$ cat config.mk
export PLATFORM = sky130hd
export DESIGN_NAME = shortest_job_first_queue_flat
export DESIGN_NICKNAME = d
export VERILOG_FILES = /design/src/rtl/sjfq_pkg.sv /design/src/rtl/sjfq_req_if.sv /design/src/rtl/sjfq_rsp_if.sv /design/src/rtl/sjfq_ram.sv /design/src/rtl/sjfq_ctrl.sv /design/src/rtl/sjfq_dp.sv /design/src/rtl/shortest_job_first_queue.sv /design/src/flat_wrapper.sv
export SDC_FILE = /design/constraint.sdc
export NUM_CORES = 1
export LEC_CHECK = 0
export ABC_CLOCK_PERIOD_IN_PS = 12300
export BUFFER_PORTS_ARGS = -buffer_cell sky130_fd_sc_hd__buf_2
export CAP_MARGIN = 20
export CORE_MARGIN = 2
export CORE_UTILIZATION = 55
export CTS_CLUSTER_DIAMETER = 200
export DETAILED_ROUTE_END_ITERATION = 8
export GPL_TIMING_DRIVEN = 0
export PLACE_DENSITY = 0.71
export SETUP_SLACK_MARGIN = 0.1
export SYNTH_ARGS = -nofsm -noshare
export SYNTH_HDL_FRONTEND = slang
export SYNTH_SLANG_ARGS = --single-unit
$ cat constraint.sdc
create_clock -name clock -period 12.3 [get_ports clock]
set_clock_uncertainty 0.2 [all_clocks]
set_input_delay 0.615 -clock clock [delete_from_list [all_inputs] [get_ports clock]]
set_output_delay 0.615 -clock clock [all_outputs]
set_load 0.1 [all_outputs]
$ cat src/rtl/sjfq_pkg.sv
// shared types and constants of the shortest job first run queue
// no dependencies
`timescale 1ns / 1ps
`default_nettype none

package sjfq_pkg;

   localparam int QUEUE_DEPTH = 32;
   localparam int ID_BITS     = 12;
   localparam int EST_BITS    = 16;
   localparam int SLOT_BITS   = $clog2(QUEUE_DEPTH);
   localparam int CNT_BITS    = $clog2(QUEUE_DEPTH + 1);
   localparam int QCNT_BITS   = 6;
   localparam int REQ_BITS    = 2;
   localparam int STATUS_BITS = 2;
   localparam int ENTRY_BITS  = ID_BITS + EST_BITS;

   localparam logic [EST_BITS-1:0] DEFAULT_EST_RESET = EST_BITS'(100);

   // request kinds; the unused code behaves as a peek
   typedef enum logic [REQ_BITS-1:0] {
      REQ_INSERT = 2'd0,
      REQ_REMOVE = 2'd1,
      REQ_PEEK   = 2'd2
   } req_kind_type;

   typedef enum logic [STATUS_BITS-1:0] {
      ST_OK        = 2'd0,
      ST_FULL      = 2'd1,
      ST_NOT_FOUND = 2'd2,
      ST_DUPLICATE = 2'd3
   } status_type;

   typedef enum logic [1:0] {
      S_IDLE,
      S_SCAN,
      S_DRAIN,
      S_DONE
   } state_type;

   // controller to datapath
   typedef struct packed {
      logic latch;   // capture request, clear scan
      logic step;    // read next slot
      logic commit;  // apply update, load response
   } ctrl_cmd_type;

   // datapath to controller
   typedef struct packed {
      logic scan_last;
      logic out_free;
   } dp_status_type;

endpackage

`default_nettype wire

$ cat src/rtl/sjfq_req_if.sv
// request channel of the run queue: valid, ready and request payload
// depends on sjfq_pkg
`timescale 1ns / 1ps
`default_nettype none

interface sjfq_req_if import sjfq_pkg::*; ();
   logic                valid;
   logic                ready;
   logic [REQ_BITS-1:0] req_type;
   logic [ID_BITS-1:0]  proc_id;
   logic [EST_BITS-1:0] est_time;

   modport source (output valid, output req_type, output proc_id, output est_time,
                   input ready);
   modport sink   (input valid, input req_type, input proc_id, input est_time,
                   output ready);
endinterface

`default_nettype wire

$ cat src/rtl/sjfq_rsp_if.sv
// response channel of the run queue: valid, ready and response payload
// depends on sjfq_pkg
`timescale 1ns / 1ps
`default_nettype none

interface sjfq_rsp_if import sjfq_pkg::*; ();
   logic                   valid;
   logic                   ready;
   logic                   pick_valid;
   logic [ID_BITS-1:0]     pick_id;
   logic [EST_BITS-1:0]    pick_estimate;
   logic [QCNT_BITS-1:0]   queue_count;
   logic [STATUS_BITS-1:0] status;

   modport source (output valid, output pick_valid, output pick_id, output pick_estimate,
                   output queue_count, output status, input ready);
   modport sink   (input valid, input pick_valid, input pick_id, input pick_estimate,
                   input queue_count, input status, output ready);
endinterface

`default_nettype wire

$ cat src/rtl/sjfq_ram.sv
// generic single-write, single-read ram with registered read data
// no dependencies
`timescale 1ns / 1ps
`default_nettype none

module sjfq_ram #(
   parameter int WIDTH = 8,
   parameter int DEPTH = 32
) (
   input  wire logic                     clock,
   input  wire logic                     wr_en,
   input  wire logic [$clog2(DEPTH)-1:0] wr_addr,
   input  wire logic [WIDTH-1:0]         wr_data,
   input  wire logic                     rd_en,
   input  wire logic [$clog2(DEPTH)-1:0] rd_addr,
   output      logic [WIDTH-1:0]         rd_data
);

   logic [WIDTH-1:0] mem_ff [DEPTH];
   logic [WIDTH-1:0] rd_data_ff;

   always_ff @(posedge clock) begin
      if (wr_en) begin
         mem_ff[wr_addr] <= wr_data;
      end
      if (rd_en) begin
         rd_data_ff <= mem_ff[rd_addr];
      end
   end

   assign rd_data = rd_data_ff;

endmodule

`default_nettype wire

$ cat src/rtl/sjfq_ctrl.sv
// sequencing state machine of the run queue
// depends on sjfq_pkg
`timescale 1ns / 1ps
`default_nettype none

module sjfq_ctrl import sjfq_pkg::*; (
   input  wire logic          clock,
   input  wire logic          reset,
   input  wire logic          req_valid,
   output      logic          req_ready,
   input  wire dp_status_type sts,
   output      ctrl_cmd_type  cmd
);

   state_type state_ff;
   state_type state_in;

   always_ff @(posedge clock) begin
      if (reset) begin
         state_ff <= S_IDLE;
      end else begin
         state_ff <= state_in;
      end
   end

   always_comb begin
      state_in   = state_ff;
      req_ready  = 1'b0;
      cmd        = '0;
      unique case (state_ff)
         S_IDLE: begin
            req_ready = 1'b1;
            if (req_valid) begin
               cmd.latch = 1'b1;
               state_in  = S_SCAN;
            end
         end
         S_SCAN: begin
            cmd.step = 1'b1;
            if (sts.scan_last) begin
               state_in = S_DRAIN;
            end
         end
         // last slot read still in flight
         S_DRAIN: begin
            state_in = S_DONE;
         end
         S_DONE: begin
            if (sts.out_free) begin
               cmd.commit = 1'b1;
               state_in   = S_IDLE;
            end
         end
         default: begin
            state_in = S_IDLE;
         end
      endcase
   end

endmodule

`default_nettype wire

$ cat src/rtl/sjfq_dp.sv
// datapath of the run queue: slot store, scan accumulators, count and response register
// depends on sjfq_pkg and sjfq_ram
`timescale 1ns / 1ps
`default_nettype none

module sjfq_dp import sjfq_pkg::*; (
   input  wire logic                   clock,
   input  wire logic                   reset,
   input  wire ctrl_cmd_type           cmd,
   output      dp_status_type          sts,
   input  wire logic [REQ_BITS-1:0]    req_type,
   input  wire logic [ID_BITS-1:0]     proc_id,
   input  wire logic [EST_BITS-1:0]    est_time,
   input  wire logic                   csr_we,
   input  wire logic [EST_BITS-1:0]    csr_wdata,
   output      logic                   rsp_valid,
   input  wire logic                   rsp_ready,
   output      logic                   pick_valid,
   output      logic [ID_BITS-1:0]     pick_id,
   output      logic [EST_BITS-1:0]    pick_estimate,
   output      logic [QCNT_BITS-1:0]   queue_count,
   output      logic [STATUS_BITS-1:0] status
);

   logic [EST_BITS-1:0]    default_est_ff, default_est_in;
   logic [REQ_BITS-1:0]    op_kind_ff, op_kind_in;
   logic [ID_BITS-1:0]     op_id_ff, op_id_in;
   logic [EST_BITS-1:0]    op_est_ff, op_est_in;
   logic [SLOT_BITS-1:0]   rd_idx_ff, rd_idx_in;
   logic                   chk_vld_ff, chk_vld_in;
   logic [SLOT_BITS-1:0]   chk_idx_ff, chk_idx_in;
   logic                   match_ff, match_in;
   logic [SLOT_BITS-1:0]   match_idx_ff, match_idx_in;
   logic                   free_ff, free_in;
   logic [SLOT_BITS-1:0]   free_idx_ff, free_idx_in;
   logic                   best_vld_ff, best_vld_in;
   logic [ID_BITS-1:0]     best_id_ff, best_id_in;
   logic [EST_BITS-1:0]    best_est_ff, best_est_in;
   logic [QUEUE_DEPTH-1:0] slot_valid_ff, slot_valid_in;
   logic [CNT_BITS-1:0]    count_ff, count_in;
   logic                   rsp_valid_ff, rsp_valid_in;
   logic                   pick_valid_ff, pick_valid_in;
   logic [ID_BITS-1:0]     pick_id_ff, pick_id_in;
   logic [EST_BITS-1:0]    pick_est_ff, pick_est_in;
   status_type             status_ff, status_in;

   logic [ENTRY_BITS-1:0]  ram_rdata;
   logic [ID_BITS-1:0]     entry_id;
   logic [EST_BITS-1:0]    entry_est;
   logic                   entry_v;
   logic                   entry_hit;
   logic                   entry_better;
   logic                   is_insert;
   logic                   is_remove;
   logic                   ins_ok;
   logic                   rem_ok;
   logic                   new_better;
   logic                   final_vld;
   logic [ID_BITS-1:0]     final_id;
   logic [EST_BITS-1:0]    final_est;
   status_type             final_status;

   sjfq_ram #(
      .WIDTH (ENTRY_BITS),
      .DEPTH (QUEUE_DEPTH)
   ) u_slot_ram (
      .clock   (clock),
      .wr_en   (cmd.commit && ins_ok),
      .wr_addr (free_idx_ff),
      .wr_data ({op_id_ff, op_est_ff}),
      .rd_en   (cmd.step),
      .rd_addr (rd_idx_ff),
      .rd_data (ram_rdata)
   );

   assign entry_id  = ram_rdata[ENTRY_BITS-1:EST_BITS];
   assign entry_est = ram_rdata[EST_BITS-1:0];
   assign entry_v   = chk_vld_ff && slot_valid_ff[chk_idx_ff];
   assign entry_hit = entry_v && (entry_id == op_id_ff);
   assign entry_better = !best_vld_ff || (entry_est < best_est_ff) ||
                         ((entry_est == best_est_ff) && (entry_id < best_id_ff));

   assign is_insert = (op_kind_ff == REQ_INSERT);
   assign is_remove = (op_kind_ff == REQ_REMOVE);
   assign ins_ok    = is_insert && !match_ff && free_ff;
   assign rem_ok    = is_remove && match_ff;

   // the new task against the best of what was already held
   assign new_better = !best_vld_ff || (op_est_ff < best_est_ff) ||
                       ((op_est_ff == best_est_ff) && (op_id_ff < best_id_ff));
   assign final_vld  = best_vld_ff || ins_ok;
   assign final_id   = (ins_ok && new_better) ? op_id_ff : best_id_ff;
   assign final_est  = (ins_ok && new_better) ? op_est_ff : best_est_ff;

   always_comb begin
      priority if (is_insert && match_ff) begin
         final_status = ST_DUPLICATE;
      end else if (is_insert && !free_ff) begin
         final_status = ST_FULL;
      end else if (is_remove && !match_ff) begin
         final_status = ST_NOT_FOUND;
      end else begin
         final_status = ST_OK;
      end
   end

   always_comb begin
      default_est_in = csr_we ? csr_wdata : default_est_ff;
      op_kind_in     = op_kind_ff;
      op_id_in       = op_id_ff;
      op_est_in      = op_est_ff;
      rd_idx_in      = rd_idx_ff;
      chk_vld_in     = cmd.step;
      chk_idx_in     = rd_idx_ff;
      match_in       = match_ff;
      match_idx_in   = match_idx_ff;
      free_in        = free_ff;
      free_idx_in    = free_idx_ff;
      best_vld_in    = best_vld_ff;
      best_id_in     = best_id_ff;
      best_est_in    = best_est_ff;
      slot_valid_in  = slot_valid_ff;
      count_in       = count_ff;
      rsp_valid_in   = rsp_valid_ff && !rsp_ready;
      pick_valid_in  = pick_valid_ff;
      pick_id_in     = pick_id_ff;
      pick_est_in    = pick_est_ff;
      status_in      = status_ff;

      if (cmd.latch) begin
         op_kind_in  = req_type;
         op_id_in    = proc_id;
         op_est_in   = (est_time == '0) ? default_est_ff : est_time;
         rd_idx_in   = '0;
         match_in    = 1'b0;
         free_in     = 1'b0;
         best_vld_in = 1'b0;
      end

      if (cmd.step) begin
         rd_idx_in = rd_idx_ff + SLOT_BITS'(1);
      end

      // one slot per cycle through the accumulators
      if (entry_hit) begin
         match_in     = 1'b1;
         match_idx_in = chk_idx_ff;
      end
      if (chk_vld_ff && !slot_valid_ff[chk_idx_ff] && !free_ff) begin
         free_in     = 1'b1;
         free_idx_in = chk_idx_ff;
      end
      // a task about to be removed takes no part in the pick
      if (entry_v && !(is_remove && entry_hit) && entry_better) begin
         best_vld_in = 1'b1;
         best_id_in  = entry_id;
         best_est_in = entry_est;
      end

      if (cmd.commit) begin
         if (ins_ok) begin
            slot_valid_in[free_idx_ff] = 1'b1;
            count_in = count_ff + CNT_BITS'(1);
         end
         if (rem_ok) begin
            slot_valid_in[match_idx_ff] = 1'b0;
            count_in = count_ff - CNT_BITS'(1);
         end
         rsp_valid_in  = 1'b1;
         pick_valid_in = final_vld;
         pick_id_in    = final_vld ? final_id : '0;
         pick_est_in   = final_vld ? final_est : '0;
         status_in     = final_status;
      end
   end

   always_ff @(posedge clock) begin
      if (reset) begin
         default_est_ff <= DEFAULT_EST_RESET;
         chk_vld_ff     <= 1'b0;
         match_ff       <= 1'b0;
         free_ff        <= 1'b0;
         best_vld_ff    <= 1'b0;
         slot_valid_ff  <= '0;
         count_ff       <= '0;
         rsp_valid_ff   <= 1'b0;
      end else begin
         default_est_ff <= default_est_in;
         chk_vld_ff     <= chk_vld_in;
         match_ff       <= match_in;
         free_ff        <= free_in;
         best_vld_ff    <= best_vld_in;
         slot_valid_ff  <= slot_valid_in;
         count_ff       <= count_in;
         rsp_valid_ff   <= rsp_valid_in;
      end
   end

   always_ff @(posedge clock) begin
      op_kind_ff    <= op_kind_in;
      op_id_ff      <= op_id_in;
      op_est_ff     <= op_est_in;
      rd_idx_ff     <= rd_idx_in;
      chk_idx_ff    <= chk_idx_in;
      match_idx_ff  <= match_idx_in;
      free_idx_ff   <= free_idx_in;
      best_id_ff    <= best_id_in;
      best_est_ff   <= best_est_in;
      pick_valid_ff <= pick_valid_in;
      pick_id_ff    <= pick_id_in;
      pick_est_ff   <= pick_est_in;
      status_ff     <= status_in;
   end

   assign sts.scan_last = (rd_idx_ff == SLOT_BITS'(QUEUE_DEPTH - 1));
   assign sts.out_free  = !rsp_valid_ff || rsp_ready;

   // the count only moves when a new response is loaded, so it can feed the port
   assign rsp_valid     = rsp_valid_ff;
   assign pick_valid    = pick_valid_ff;
   assign pick_id       = pick_id_ff;
   assign pick_estimate = pick_est_ff;
   assign queue_count   = QCNT_BITS'(count_ff);
   assign status        = status_ff;

endmodule

`default_nettype wire

$ cat src/rtl/shortest_job_first_queue.sv
// top level of the shortest job first run queue
// depends on sjfq_pkg, sjfq_req_if, sjfq_rsp_if, sjfq_ctrl, sjfq_dp
`timescale 1ns / 1ps
`default_nettype none

// Run queue holding up to QUEUE_DEPTH tasks, each an id and an estimated run
// time. A request inserts a task, removes a task by id or peeks; every request
// gives exactly one response with the best task (smallest estimate, ties to
// the smaller id), the task count after the request and a status (ok, full,
// id not found, id already present). An insert with zero estimate stores the
// csr default estimate (reset 100). The reserved request code behaves as a
// peek. Tasks live in a single ram that is swept one slot per cycle; a
// request is taken in the idle state and its response is loaded after the
// sweep through the ram read port, so no new request is taken before the
// response of the last one is loaded. The response sits in an output
// register, so the next request is taken while an earlier response still
// waits; a response is only held back when the one before it has not been
// taken.
module shortest_job_first_queue import sjfq_pkg::*; (
   input  wire logic                clock,
   input  wire logic                reset,
   sjfq_req_if.sink                 req_port,
   sjfq_rsp_if.source               rsp_port,
   input  wire logic                csr_we,
   input  wire logic [EST_BITS-1:0] csr_wdata
);

   ctrl_cmd_type  cmd;
   dp_status_type sts;
   logic          req_ready;

   // sequencing: idle, slot sweep, read drain, commit
   sjfq_ctrl u_ctrl (
      .clock     (clock),
      .reset     (reset),
      .req_valid (req_port.valid),
      .req_ready (req_ready),
      .sts       (sts),
      .cmd       (cmd)
   );

   // slot store, match / free / best search and response register
   sjfq_dp u_dp (
      .clock         (clock),
      .reset         (reset),
      .cmd           (cmd),
      .sts           (sts),
      .req_type      (req_port.req_type),
      .proc_id       (req_port.proc_id),
      .est_time      (req_port.est_time),
      .csr_we        (csr_we),
      .csr_wdata     (csr_wdata),
      .rsp_valid     (rsp_port.valid),
      .rsp_ready     (rsp_port.ready),
      .pick_valid    (rsp_port.pick_valid),
      .pick_id       (rsp_port.pick_id),
      .pick_estimate (rsp_port.pick_estimate),
      .queue_count   (rsp_port.queue_count),
      .status        (rsp_port.status)
   );

   // a transfer on the request side only happens in the idle state
   assign req_port.ready = req_ready;

endmodule

`default_nettype wire

$ cat src/flat_wrapper.sv
// flat-port wrapper written by rule: the top's interface ports become plain ports
module shortest_job_first_queue_flat import sjfq_pkg::*;
  (clock, reset, csr_we, csr_wdata, req_port_valid, req_port_req_type, req_port_proc_id, req_port_est_time, req_port_ready, rsp_port_valid, rsp_port_pick_valid, rsp_port_pick_id, rsp_port_pick_estimate, rsp_port_queue_count, rsp_port_status, rsp_port_ready);
  sjfq_req_if req_port_i ();
  sjfq_rsp_if rsp_port_i ();
  input  wire logic clock;
  input  wire logic reset;
  input  wire logic csr_we;
  input  wire logic [EST_BITS-1:0] csr_wdata;
  input wire logic [$bits(req_port_i.valid)-1:0] req_port_valid;
  input wire logic [$bits(req_port_i.req_type)-1:0] req_port_req_type;
  input wire logic [$bits(req_port_i.proc_id)-1:0] req_port_proc_id;
  input wire logic [$bits(req_port_i.est_time)-1:0] req_port_est_time;
  output wire logic [$bits(req_port_i.ready)-1:0] req_port_ready;
  output wire logic [$bits(rsp_port_i.valid)-1:0] rsp_port_valid;
  output wire logic [$bits(rsp_port_i.pick_valid)-1:0] rsp_port_pick_valid;
  output wire logic [$bits(rsp_port_i.pick_id)-1:0] rsp_port_pick_id;
  output wire logic [$bits(rsp_port_i.pick_estimate)-1:0] rsp_port_pick_estimate;
  output wire logic [$bits(rsp_port_i.queue_count)-1:0] rsp_port_queue_count;
  output wire logic [$bits(rsp_port_i.status)-1:0] rsp_port_status;
  input wire logic [$bits(rsp_port_i.ready)-1:0] rsp_port_ready;
  assign req_port_i.valid = req_port_valid;
  assign req_port_i.req_type = req_port_req_type;
  assign req_port_i.proc_id = req_port_proc_id;
  assign req_port_i.est_time = req_port_est_time;
  assign req_port_ready = req_port_i.ready;
  assign rsp_port_valid = rsp_port_i.valid;
  assign rsp_port_pick_valid = rsp_port_i.pick_valid;
  assign rsp_port_pick_id = rsp_port_i.pick_id;
  assign rsp_port_pick_estimate = rsp_port_i.pick_estimate;
  assign rsp_port_queue_count = rsp_port_i.queue_count;
  assign rsp_port_status = rsp_port_i.status;
  assign rsp_port_i.ready = rsp_port_ready;
  shortest_job_first_queue u_core (.clock(clock), .reset(reset), .req_port(req_port_i), .rsp_port(rsp_port_i), .csr_we(csr_we), .csr_wdata(csr_wdata));
endmodule
Word level (Yosys, flattened, before mapping)
Memories as Yosys holds them, arrays and structs flattened. A register that Yosys moved wholly into a read port is not among the register bits.
Index checks and enable logic that the tools add are counted.
{"block": "op_classes", "magnitude_cmp": 9, "bitwise": 3, "eq_ne": 11, "n_addsub": 3, "n_reduce_logical": 44, "mux": 35}
{"op": "two-way mux 32 bit", "n": 3}
{"op": "bitwise AND 32 bit", "n": 1}
{"op": "equality test 16 bit", "n": 2}
{"op": "< comparator 16 bit", "n": 2}
{"op": "two-way mux 16 bit", "n": 2}
{"op": "inverter 32 bit", "n": 1}
{"op": "bitwise OR 32 bit", "n": 1}
{"op": "< comparator 12 bit", "n": 2}
{"op": "logical AND 1 bit", "n": 20}
{"op": "< comparator 5 x 6 -> 1 bit (second input constant)", "n": 3}
{"op": "zero test 16 bit", "n": 1}
{"op": "two-way mux 1 bit", "n": 16}
{"op": "equality test 12 bit", "n": 1}
{"op": "two-way mux 12 bit", "n": 1}
{"op": "two-way mux 6 bit", "n": 2}
{"op": "demux 1 bit (select 5 bit)", "n": 2}
{"op": "greater-or-equal comparator 5 x 1 -> 1 bit (second input constant)", "n": 2}
{"op": "two-way mux 2 bit", "n": 5}
{"op": "two-way mux 5 bit", "n": 2}
{"op": "nonzero test 2 bit", "n": 5}
{"op": "one-hot mux 2 bit (4 select lines)", "n": 1}
{"op": "zero test 1 bit", "n": 7}
{"op": "adder 6 x 1 -> 6 bit (second input constant)", "n": 1}
{"op": "logical OR 1 bit", "n": 6}
{"op": "12 further kinds", "n": 16}
{"block": "word_totals", "inputBits": 51, "ram_bits": 896, "memories": 1, "elab_cells": 129, "register_bits": 170, "output_inout_bits": 39}
{"name": "u_core.u_dp.u_slot_ram.mem_ff", "depth": 32, "width": 28, "rd": 1, "rd_clocked_by_memory_dff": 1, "wr": 1, "line": "sjfq_ram.sv:19", "rtl": "logic [WIDTH-1:0] mem_ff [DEPTH];"}

Depth between registers and ports, before layout
Gate-level depths: netlist (run 1).
{"block": "logic_depth", "depth_word": 9, "mapped_depth": 10, "ltp_nobuf": 9}

Hierarchy
From an unflattened synthesis (run 1), not the netlist that was laid out.
{"block": "unflattened", "hier_cells": 2668, "hier_area_um2": 43949.7}
{"mod": "sjfq_ram", "cells_each": 1984, "area_per_inst_um2": 35731.8, "seq_area_each_um2": 27746.6, "n_inst": 1}
{"mod": "sjfq_dp", "cells_each": 663, "area_per_inst_um2": 8018.9, "seq_area_each_um2": 4404.2, "n_inst": 1}
{"mod": "sjfq_ctrl", "cells_each": 21, "area_per_inst_um2": 198.9, "seq_area_each_um2": 40.0, "n_inst": 1}

Least setup slack after synthesis (run 1)
No wires, ideal clock.
{"block": "synth_path", "kind": "reg2reg", "from": "register u_core.u_dp.rsp_valid_ff, in the netlist u_core.u_dp.rsp_valid", "to": "memory u_core.u_dp.u_slot_ram.mem_ff[12][0] (netlist name) (enable)", "path_stages_with_launch": 7, "slack_ns": 7.770, "t_arrival_ns": 3.916, "n_path_buf": 1, "setup_ns": 0.414, "synth_period_minus_slack_ns": 4.530, "required_ns": 11.686, "cell_sequence": "dfxtp_1 > nand2b_1 > and2_1 > clkbuf_1 > nand3_1 > or3b_2 > nor2_1"}
{"element": "start, declared", "line": "sjfq_dp.sv:41", "rtl": "logic rsp_valid_ff, rsp_valid_in;"}
{"element": "start signal, assigned", "line": "sjfq_dp.sv:195", "rtl": "rsp_valid_ff <= rsp_valid_in;"}
{"element": "end, declared", "line": "sjfq_ram.sv:19"}

Worst setup path after layout (run 1)
{"block": "layout_path", "from": "register u_core.u_dp.op_est_ff[14]", "to": "register u_core.u_dp.pick_est_ff[0], in the netlist u_core.u_dp.pick_estimate[0], data pin"}
{"block": "layout_between", "elab_chain_cells": 5, "elab_cells_between_ends": 7, "classes_between": "order compare: 1; eq/ne: 1; mux: 1; reduce/logical: 4"}
{"element": "start, declared", "line": "sjfq_dp.sv:28", "rtl": "logic [EST_BITS-1:0] op_est_ff, op_est_in;"}
{"element": "start signal, assigned", "line": "sjfq_dp.sv:202", "rtl": "op_est_ff <= op_est_in;"}
{"element": "< comparator 16 bit or equality test 16 bit (tied branches)", "line": "sjfq_dp.sv:89, sjfq_dp.sv:90"}
{"element": "logical OR 1 bit or logical AND 1 bit (tied branches)", "line": "sjfq_dp.sv:89, sjfq_dp.sv:90"}
{"element": "logical OR 1 bit *", "line": "sjfq_dp.sv:89", "rtl": "assign new_better = !best_vld_ff || (op_est_ff < best_est_ff) ||"}
{"element": "logical AND 1 bit *", "line": "sjfq_dp.sv:93", "rtl": "assign final_est = (ins_ok && new_better) ? op_est_ff : best_est_ff;"}
{"element": "two-way mux 16 bit *", "line": "sjfq_dp.sv:93"}
{"element": "end signal, assigned", "line": "sjfq_dp.sv:211", "rtl": "pick_est_ff <= pick_est_in;"}
{"element": "end, declared", "line": "sjfq_dp.sv:44", "rtl": "logic [EST_BITS-1:0] pick_est_ff, pick_est_in;"}
Every way passes the cells marked *; elsewhere a longest branch is shown, timed or not.
A chain may end at the register's enable or synchronous reset.

==> results of run 1 <==
[logic make-up after synthesis]
family / share of synthesized area
flops: 0.7457
mux: 0.1673
simple gates: 0.02470
buf+inv: 0.01652
compound gates: 0.02267
fa+ha+maj: 0.01901
xor+xnor: 0.004058
[layout make-up]
| cell class | instances | area (sq um) |
|---|---|---|
| clock inverters | 47 | 382.9 |
| multi-input cells | 826 | 10520 |
| plain buffers | 89 | 459.2 |
| well taps | 1040 | 1301 |
| repair buffers | 176 | 2125 |
| clock buffers | 148 | 2975 |
| inverters | 68 | 255.2 |
| fillers | 5075 | 27380 |
| flip-flops and latches | 1094 | 32190 |
[Yosys cell counts (17+ instances only)]
| library cell | instances |
|---|---|
| mux4_2 | 277 |
| mux2_2 | 28 |
| mux2i_1 | 59 |
| ha_1 | 64 |
| nand2_1 | 49 |
| clkbuf_1 | 47 |
| dfxtp_1 | 66 |
| a21oi_1 | 57 |
| edfxtp_1 | 1028 |
| inv_1 | 68 |
| o21a_1 | 33 |
| nor2_1 | 78 |
| a21o_1 | 18 |
| xnor2_1 | 17 |
[worst max path at each step]
| stage | startpoint | to | slack [ps] | cells after the start |
|---|---|---|---|---|
| CTS | u_core.u_dp.op_est_ff[12] | u_core.u_dp.pick_estimate[0] | 7600 | 8 |
| global route | u_core.u_dp.op_est_ff[13] | u_core.u_dp.pick_estimate[3] | 7420 | 8 |
| detailed placement | u_core.u_dp.op_est_ff[12] | u_core.u_dp.pick_estimate[0] | 7630 | 8 |
| global placement | rsp_port_ready | u_core.u_dp.u_slot_ram.mem_ff[12][9] | 4880 | 7 |
| floorplan | u_core.u_dp.rsp_valid | u_core.u_dp.u_slot_ram.mem_ff[12][0] | 7770 | 6 |
| finish | u_core.u_dp.op_est_ff[14] | u_core.u_dp.pick_estimate[0] | 7520 | 8 |
[power by group through the flow]
stage | sequential, mW | clock [mW] | combinational (mW)
final | 4.65 | 3.15 | 2.84
after global routing | 4.66 | 3.32 | 2.99
after CTS | 4.74 | 3.17 | 2.66
after detailed placement | 4.81 | 0 | 2.63
after global placement | 4.79 | 0 | 2.52
after floorplan | 4.74 | 0 | 1.76
[metrics by stage]
step / hold slack, ps / area, sq um / cells
finish: 15.82 / 50210 / 3488
global route: 9.473 / 50210 / 3488
CTS: 0.7808 / 49660 / 3464
detailed placement: 205.4 / 46050 / 3244
global placement: 198.8 / 44900 / 3204
floorplan: 146.2 / 43170 / 2077
[sequential cells by signal, summed over array words and instances (netlist names), 2 cells and up]
register / cells
u_core.u_dp.chk_idx_in: 5
u_core.u_dp.default_est_ff: 16
u_core.u_dp.free_idx_ff: 5
u_core.u_dp.status: 2
u_core.u_dp.queue_count: 6
u_core.u_dp.op_kind_ff: 2
u_core.u_dp.op_id_ff: 12
u_core.u_dp.match_idx_ff: 5
u_core.u_dp.slot_valid_ff: 32
u_core.u_dp.pick_estimate: 16
u_core.u_ctrl.state_ff: 2
u_core.u_dp.u_slot_ram.mem_ff: 896
u_core.u_dp.pick_id: 12
u_core.u_dp.best_est_ff: 16
u_core.u_dp.chk_idx_ff: 5
u_core.u_dp.op_est_ff: 16
u_core.u_dp.u_slot_ram.rd_data: 28
u_core.u_dp.best_id_ff: 12
[layer usage]
metal,up-vias,part of all wire,global-route usage
met3,231,0.091,0.04839
li1,9103,-,-
met4,2,0.034,0.09355
met5,-,0.000074,0
met1,11620,0.38,0.3645
met2,1308,0.50,0.4455
[worst min-delay path, stage by stage]
cell	delay (ps)
buf_2	80
mux2i_1	60
nor2_1	80
==> run metrics, run 1 <==
top cells by area, synth edfxtp_1, mux4_2, dfxtp_1, ha_1, mux2i_1; Hold Startpoint csr_wdata[0]; final WL 108000 microns; most frequent cells in the layout edfxtp_1, mux4_2, clkbuf_16; CP required 12460 ps; Synth Cell Area 0.04317 sq mm; Final HPWL DP 72430 microns; post-synth top area cell edfxtp_1; clock root cell clkbuf_16; drt pass-1 iters 7; Final WS setup 7516 ps; vias in the first global route 22830; FF-to-FF Start u_core.u_dp.op_est_ff[14]; pin count of the biggest net entering global routing 36; total track usage 0.2691; Final period util 0.3889; gpl congestion 0.8800; crit-path cells ha_1, nand4_1, or4b_1, nor4b_1, o2111ai_1, o211ai_1, buf_6, mux2i_1; Hold Buf Count CTS 25; port bufs 87; most common cell after layout, fill and taps aside edfxtp_1; via/cell ratio 6.382; total power 10.64 mW; Die Ht 284.2 microns; RR Endpoint u_core.u_dp.pick_estimate[0]; async set-or-reset flop fraction in the synthesized netlist 0; layout cells sized above 1 0.2753; first-pass GRT wire length 155200 microns; initial drt markers 2775; Syn-to-layout area delta 16.32%; max-slew violations 0; Arr. time, crit path 4940 ps; Seq/Total Area, Yosys 0.7457; Reg clk slew, reported paths 60 ps; Slowest-stage cell, CP edfxtp_1; Comb pwr share 0.267; register bit count reported by yosys 1094; initial antenna violation count 2; switch share 0.2903; Power per Cell Area 211.9 mW/mm^2; register share of total power 0.437; DRC errors left 0; clk sinks 1094; MaxCap Viol Count 0; Slowest Stage Delay on Critical Path 1070 ps; Mean Syn Cell Area 20.78 sq um; Ports 90; Finished Core Util 0.6471; Clock Power Share 0.296; CTS resizes 0; core area 0.07759 sq mm; grt ovf 0; WL/cell 30.97 microns; Final ANT Viol Nets 0; Final nets 2477; sum of negative setup slack 0 ps; setup violators final 0; vias 22260; Hold Crit Depth 3; Min-Delay Path Class input port to flip-flop; share of Yosys cell area claimed by the top area cell type 0.7151; Worst Hold Endpoint u_core.u_dp.default_est_ff[0]; status finished clean; Initial Utilization 0.5563; CTS tree yes; H-Tree Depth 3; Worst Path Max Fanout 34; Synth cell types 59; Slew headroom 0.1946; n_diodes 0; Worst-Margin Slew 1208 ps; crit-path leading delay family simple AND/OR/NAND/NOR gates; CP Buf/Inv Count 1; Reg2Reg Depth 8; CP endpoint kind flip-flop; Cells after Synth 2077; Crit Path Category flip-flop to flip-flop; Fin. Hold Viols 0; Post-synth EDFFs 1028; P_int 7.551 mW; Worst-Skew Late Latency 680 ps; Leak 16.40 nW; post-place setup slack 7630 ps; FP Rows 102; fmax 209.0 MHz; Net Sw Power 3.089 mW; Clock Tree Buf Depth 3; TritonCTS buffer count 106; minimum clock period 4784 ps; area of the die 0.08074 sq mm; Die Span X 284.2 microns; Syn Nets 2193; Synth Flop Type edfxtp_1; Max IR drop VDD 129.9 uV; Synth Warn # 0; CP Launch Type flip-flop; R2R setup slack 7520 ps; RSZ-0062 raised after global routing false; Post-CTS Setup Bufs 0
Note: power is estimated with default switching activity, not from simulation.
==> run 2, diff against run 1 <==
ABC_CLOCK_PERIOD_IN_PS = 4450   (was 12300)
clock period = 4.45 ns   (was 12.3 ns; I/O delays follow)
==> run metrics, run 2 (synthesis results as in run 1) <==
first-pass GRT wire length 153500 microns; Net Sw Power 8.649 mW; clock root cell clkbuf_16; Die Ht 284.2 microns; vias 22580; drt pass-1 iters 5; MaxCap Viol Count 0; Crit Path Category flip-flop to flip-flop; Power per Cell Area 580.9 mW/mm^2; total power 29.39 mW; Final nets 2516; Worst-Margin Slew 1257 ps; routed length on met2 52590 microns; Hold Buf Count CTS 60; Final ANT Viol Nets 0; met3 wire len 9687 microns; Comb pwr share 0.279; Ports 90; multi-input logic area 0.01051 sq mm; P_int 20.74 mW; core area 0.07759 sq mm; Reg clk slew, reported paths 60 ps; Arr. time, crit path 4440 ps; register share of total power 0.434; layout cells sized above 1 0.2696; vias in the first global route 22410; CP endpoint kind flip-flop; Top Metal Used met4; DRC errors left 0; switch share 0.2942; Leak 16.55 nW; grt ovf 0; Worst-Skew Late Latency 670 ps; initial drt markers 3051; WL/cell 30.47 microns; CP Launch Type flip-flop; FP Rows 102; Clock Tree Buf Depth 3; Initial Utilization 0.5563; clk sinks 1094; most common cell after layout, fill and taps aside edfxtp_1; max-slew violations 0; Finished Core Util 0.6520; status finished clean; Min-Delay Path Class input port to flip-flop; RSZ-0062 raised after global routing false; Clock Power Share 0.287; Final HPWL DP 66580 microns; H-Tree Depth 3; TritonCTS buffer count 103; Biggest register u_core.u_dp.u_slot_ram.mem_ff; Slew headroom 0.1605; CTS tree yes; Fillers 5082; CP required 4650 ps; gpl congestion 0.8924; Fin. Hold Viols 0; total track usage 0.2648; Final period util 0.9512; Syn-to-layout area delta 17.21%; minimum clock period 4233 ps; initial antenna violation count 2; Worst Path Max Fanout 10; Largest register FFs 896; area of the die 0.08074 sq mm; setup violators final 0; port bufs 87; fmax 236.2 MHz; register area 0.03219 sq mm; CTS resizes 0; Max IR drop VDD 442.7 uV; most frequent cells in the layout edfxtp_1, mux4_2, clkbuf_16; final WL 107400 microns; pin count of the biggest net entering global routing 37; Met1 Wirelength 41170 microns; Die Span X 284.2 microns; Post-CTS Setup Bufs 0; via/cell ratio 6.404
run 2: path summary, 6_finish.rpt:
| check | slack, ps | depth (start not counted) | end | startpoint |
|---|---|---|---|---|
| max | 220 | 6 | u_core.u_dp.u_slot_ram.rd_data[3] | u_core.u_dp.chk_idx_in[1] |
| min reg2reg | 260 | 0 | u_core.u_dp.best_est_ff[2] | u_core.u_dp.u_slot_ram.rd_data[2] |
| min | 80 | 2 | u_core.u_dp.op_id_ff[0] | req_port_proc_id[0] |
| max reg2reg | 220 | 6 | u_core.u_dp.u_slot_ram.rd_data[3] | u_core.u_dp.chk_idx_in[1] |
run 2: worst max-delay path, stage by stage (launching register included):
cell and delay [ps]:
edfxtp_1 510, clkbuf_1 550, clkbuf_1 570, buf_1 830, mux4_2 440, mux4_2 530
mux2_2 340
run 2: cell type report:
| type | count | area share |
|---|---|---|
| clock inverters | 58 | 0.009076 |
| inverters | 68 | 0.005045 |
| multi-input cells | 826 | 0.2077 |
| diodes | 1 | 0.00004946 |
| plain buffers | 89 | 0.009076 |
| clock buffers | 132 | 0.05455 |
| repair buffers | 218 | 0.05253 |
| well taps | 1040 | 0.02572 |
| flip-flops and latches | 1094 | 0.6362 |
run 2: per-stage QoR:
| stage | setup TNS (ps) | hold slack [ps] | std cells | area [sq um] | setup slack, ps |
|---|---|---|---|---|---|
| 6_report | 0 | 76.19 | 3526 | 50590 | 217.1 |
| 5_1_grt | 0 | 65.51 | 3525 | 50590 | 202.1 |
| 4_1_cts | 0 | 41.39 | 3491 | 49790 | 240.7 |
| 3_5_place_dp | 0 | 201.2 | 3241 | 45970 | 284.1 |
| 3_3_place_gp | -1135720 | 199.8 | 3204 | 44920 | -2002 |
| 2_1_floorplan | -9000 | 121.4 | 2077 | 43190 | -80.36 |
run 2: power by group through the flow:
stage | clock, mW | combinational [mW] | sequential, mW
6_report | 8.45 | 8.20 | 12.7
5_1_grt | 8.90 | 8.62 | 12.8
4_1_cts | 8.51 | 7.43 | 13.1
3_5_place_dp | 0 | 7.32 | 13.3
3_3_place_gp | 0 | 7.11 | 13.3
2_1_floorplan | 0 | 4.86 | 13.1
run 2: metal layers:
metal  up-vias  GRT usage
li1       9187          -
met1     11900     0.3808
met2      1291     0.4138
met3       198    0.04567
met4         0    0.09803
met5         -          0
==> run 3, diff against run 2 <==
CTS_BUF_LIST = sky130_fd_sc_hd__clkbuf_16   (was default)
==> run metrics, run 3 (synthesis results as in run 1) <==
DRC errors left 0; Arr. time, crit path 4450 ps; grt ovf 0; Met1 Wirelength 41280 microns; vias 22590; Worst-Margin Slew 1164 ps; WL/cell 30.57 microns; met3 wire len 9802 microns; CTS resizes 0; core area 0.07759 sq mm; crit-path cells clkbuf_1, clkbuf_1, buf_1, mux4_2, mux4_2, mux2_2; Die Span X 284.2 microns; Worst Path Max Fanout 10; Leak 16.65 nW; Syn-to-layout area delta 17.18%; Final nets 2516; Clock Tree Buf Depth 3; initial drt markers 3050; Max IR drop VDD 444.6 uV; Crit Path Category flip-flop to flip-flop; pin count of the biggest net entering global routing 37; Slowest Stage Delay on Critical Path 830 ps; final hold slack 73.01 ps; Ports 90; Power per Cell Area 579.5 mW/mm^2; CP required 4650 ps; status finished clean; total power 29.31 mW; Die Ht 284.2 microns; CP endpoint kind flip-flop; first-pass GRT wire length 153500 microns; total track usage 0.2650; Initial Utilization 0.5563; Largest register FFs 896; clock root cell clkbuf_16; FF-to-FF Start u_core.u_dp.chk_idx_in[1]; CP Buf/Inv Count 3; clk sinks 1094; most common cell after layout, fill and taps aside edfxtp_1; layout cells sized above 1 0.2692; initial antenna violation count 3; CP startpoint u_core.u_dp.chk_idx_in[1]; Hold Startpoint req_port_proc_id[0]; final WL 107800 microns; Post-CTS Setup Bufs 0; fmax 235.4 MHz; MaxCap Viol Count 0; CP Launch Type flip-flop; Final period util 0.9547; Top Metal Used met4; max-slew violations 0; TritonCTS buffer count 103; Final HPWL DP 66580 microns; Finished Core Util 0.6519; setup violators final 0; H-Tree Depth 3; Fillers 5091; routed length on met2 52780 microns; Final ANT Viol Nets 0; via/cell ratio 6.407; minimum clock period 4249 ps; gpl congestion 0.8924; Fin. Hold Viols 0; crit-path leading delay family buffers and inverters; Reg clk slew, reported paths 70 ps; Hold Buf Count CTS 60; Slew headroom 0.2182; fin cells 3526; most frequent cells in the layout edfxtp_1, mux4_2, clkbuf_16; port bufs 87; area of the die 0.08074 sq mm; Biggest register u_core.u_dp.u_slot_ram.mem_ff; placed cells 3241; Slowest-stage cell, CP buf_1; FP Rows 102; vias in the first global route 22440; RSZ-0062 raised after global routing false; Min-Delay Path Class input port to flip-flop; drt pass-1 iters 8; CTS tree yes; Worst-Skew Late Latency 660 ps
[run 3: changes by cell type in the layout (fill, tap and decap cells not counted)]
cell	before	now
clkinv_1	28	29
inv_1	68	93
clkbuf_8	1	0
clkbuf_1	71	46
[run 3: area by class of cell]
| cell class | instances | area [sq um] | area share |
|---|---|---|---|
| Antenna cell | 1 | 2.502 | 0.00004947 |
| Buffer | 89 | 459.2 | 0.009078 |
| Clock buffer | 106 | 2653 | 0.05244 |
| Clock inverter | 84 | 556.8 | 0.01101 |
| Inverter | 68 | 255.2 | 0.005046 |
| Multi-Input combinational cell | 826 | 10510 | 0.2077 |
| Sequential cell | 1094 | 32190 | 0.6364 |
| Tap cell | 1040 | 1301 | 0.02572 |
| Timing Repair Buffer | 218 | 2658 | 0.05254 |
[run 3: layer usage]
| metal | global-route usage | up-vias |
|---|---|---|
| li1 | - | 9184 |
| met1 | 0.3804 | 11880 |
| met2 | 0.4148 | 1322 |
| met3 | 0.04575 | 203 |
| met4 | 0.09737 | 0 |
| met5 | 0 | - |
[run 3: path summary, 6_finish.rpt]
| check | end | slack, ps | cells after the start |
|---|---|---|---|
| hold / removal | u_core.u_dp.op_id_ff[0] | 70 | 2 |
| setup reg to reg | u_core.u_dp.u_slot_ram.rd_data[3] | 200 | 6 |
| hold reg to reg | u_core.u_dp.best_est_ff[2] | 260 | 0 |
| setup / recovery | u_core.u_dp.u_slot_ram.rd_data[3] | 200 | 6 |
[run 3: power by group]
group	internal [mW]	switching (mW)	leakage, nW	total [mW]
combinational	3.70	4.50	5.15	8.20
clock	4.70	3.67	1.68	8.37
sequential	12.3	0.477	9.82	12.7
total	20.7	8.65	16.6	29.3
[run 3: stage by stage]
stage	worst slack [ps]	TNS, ps	cell area, sq um
6_report	201.4	0	50580
4_1_cts	241.0	0	49780
5_1_grt	202.3	0	50580
2_1_floorplan	-80.36	-9000	43190
3_5_place_dp	284.1	0	45970
3_3_place_gp	-2002	-1135720	44920
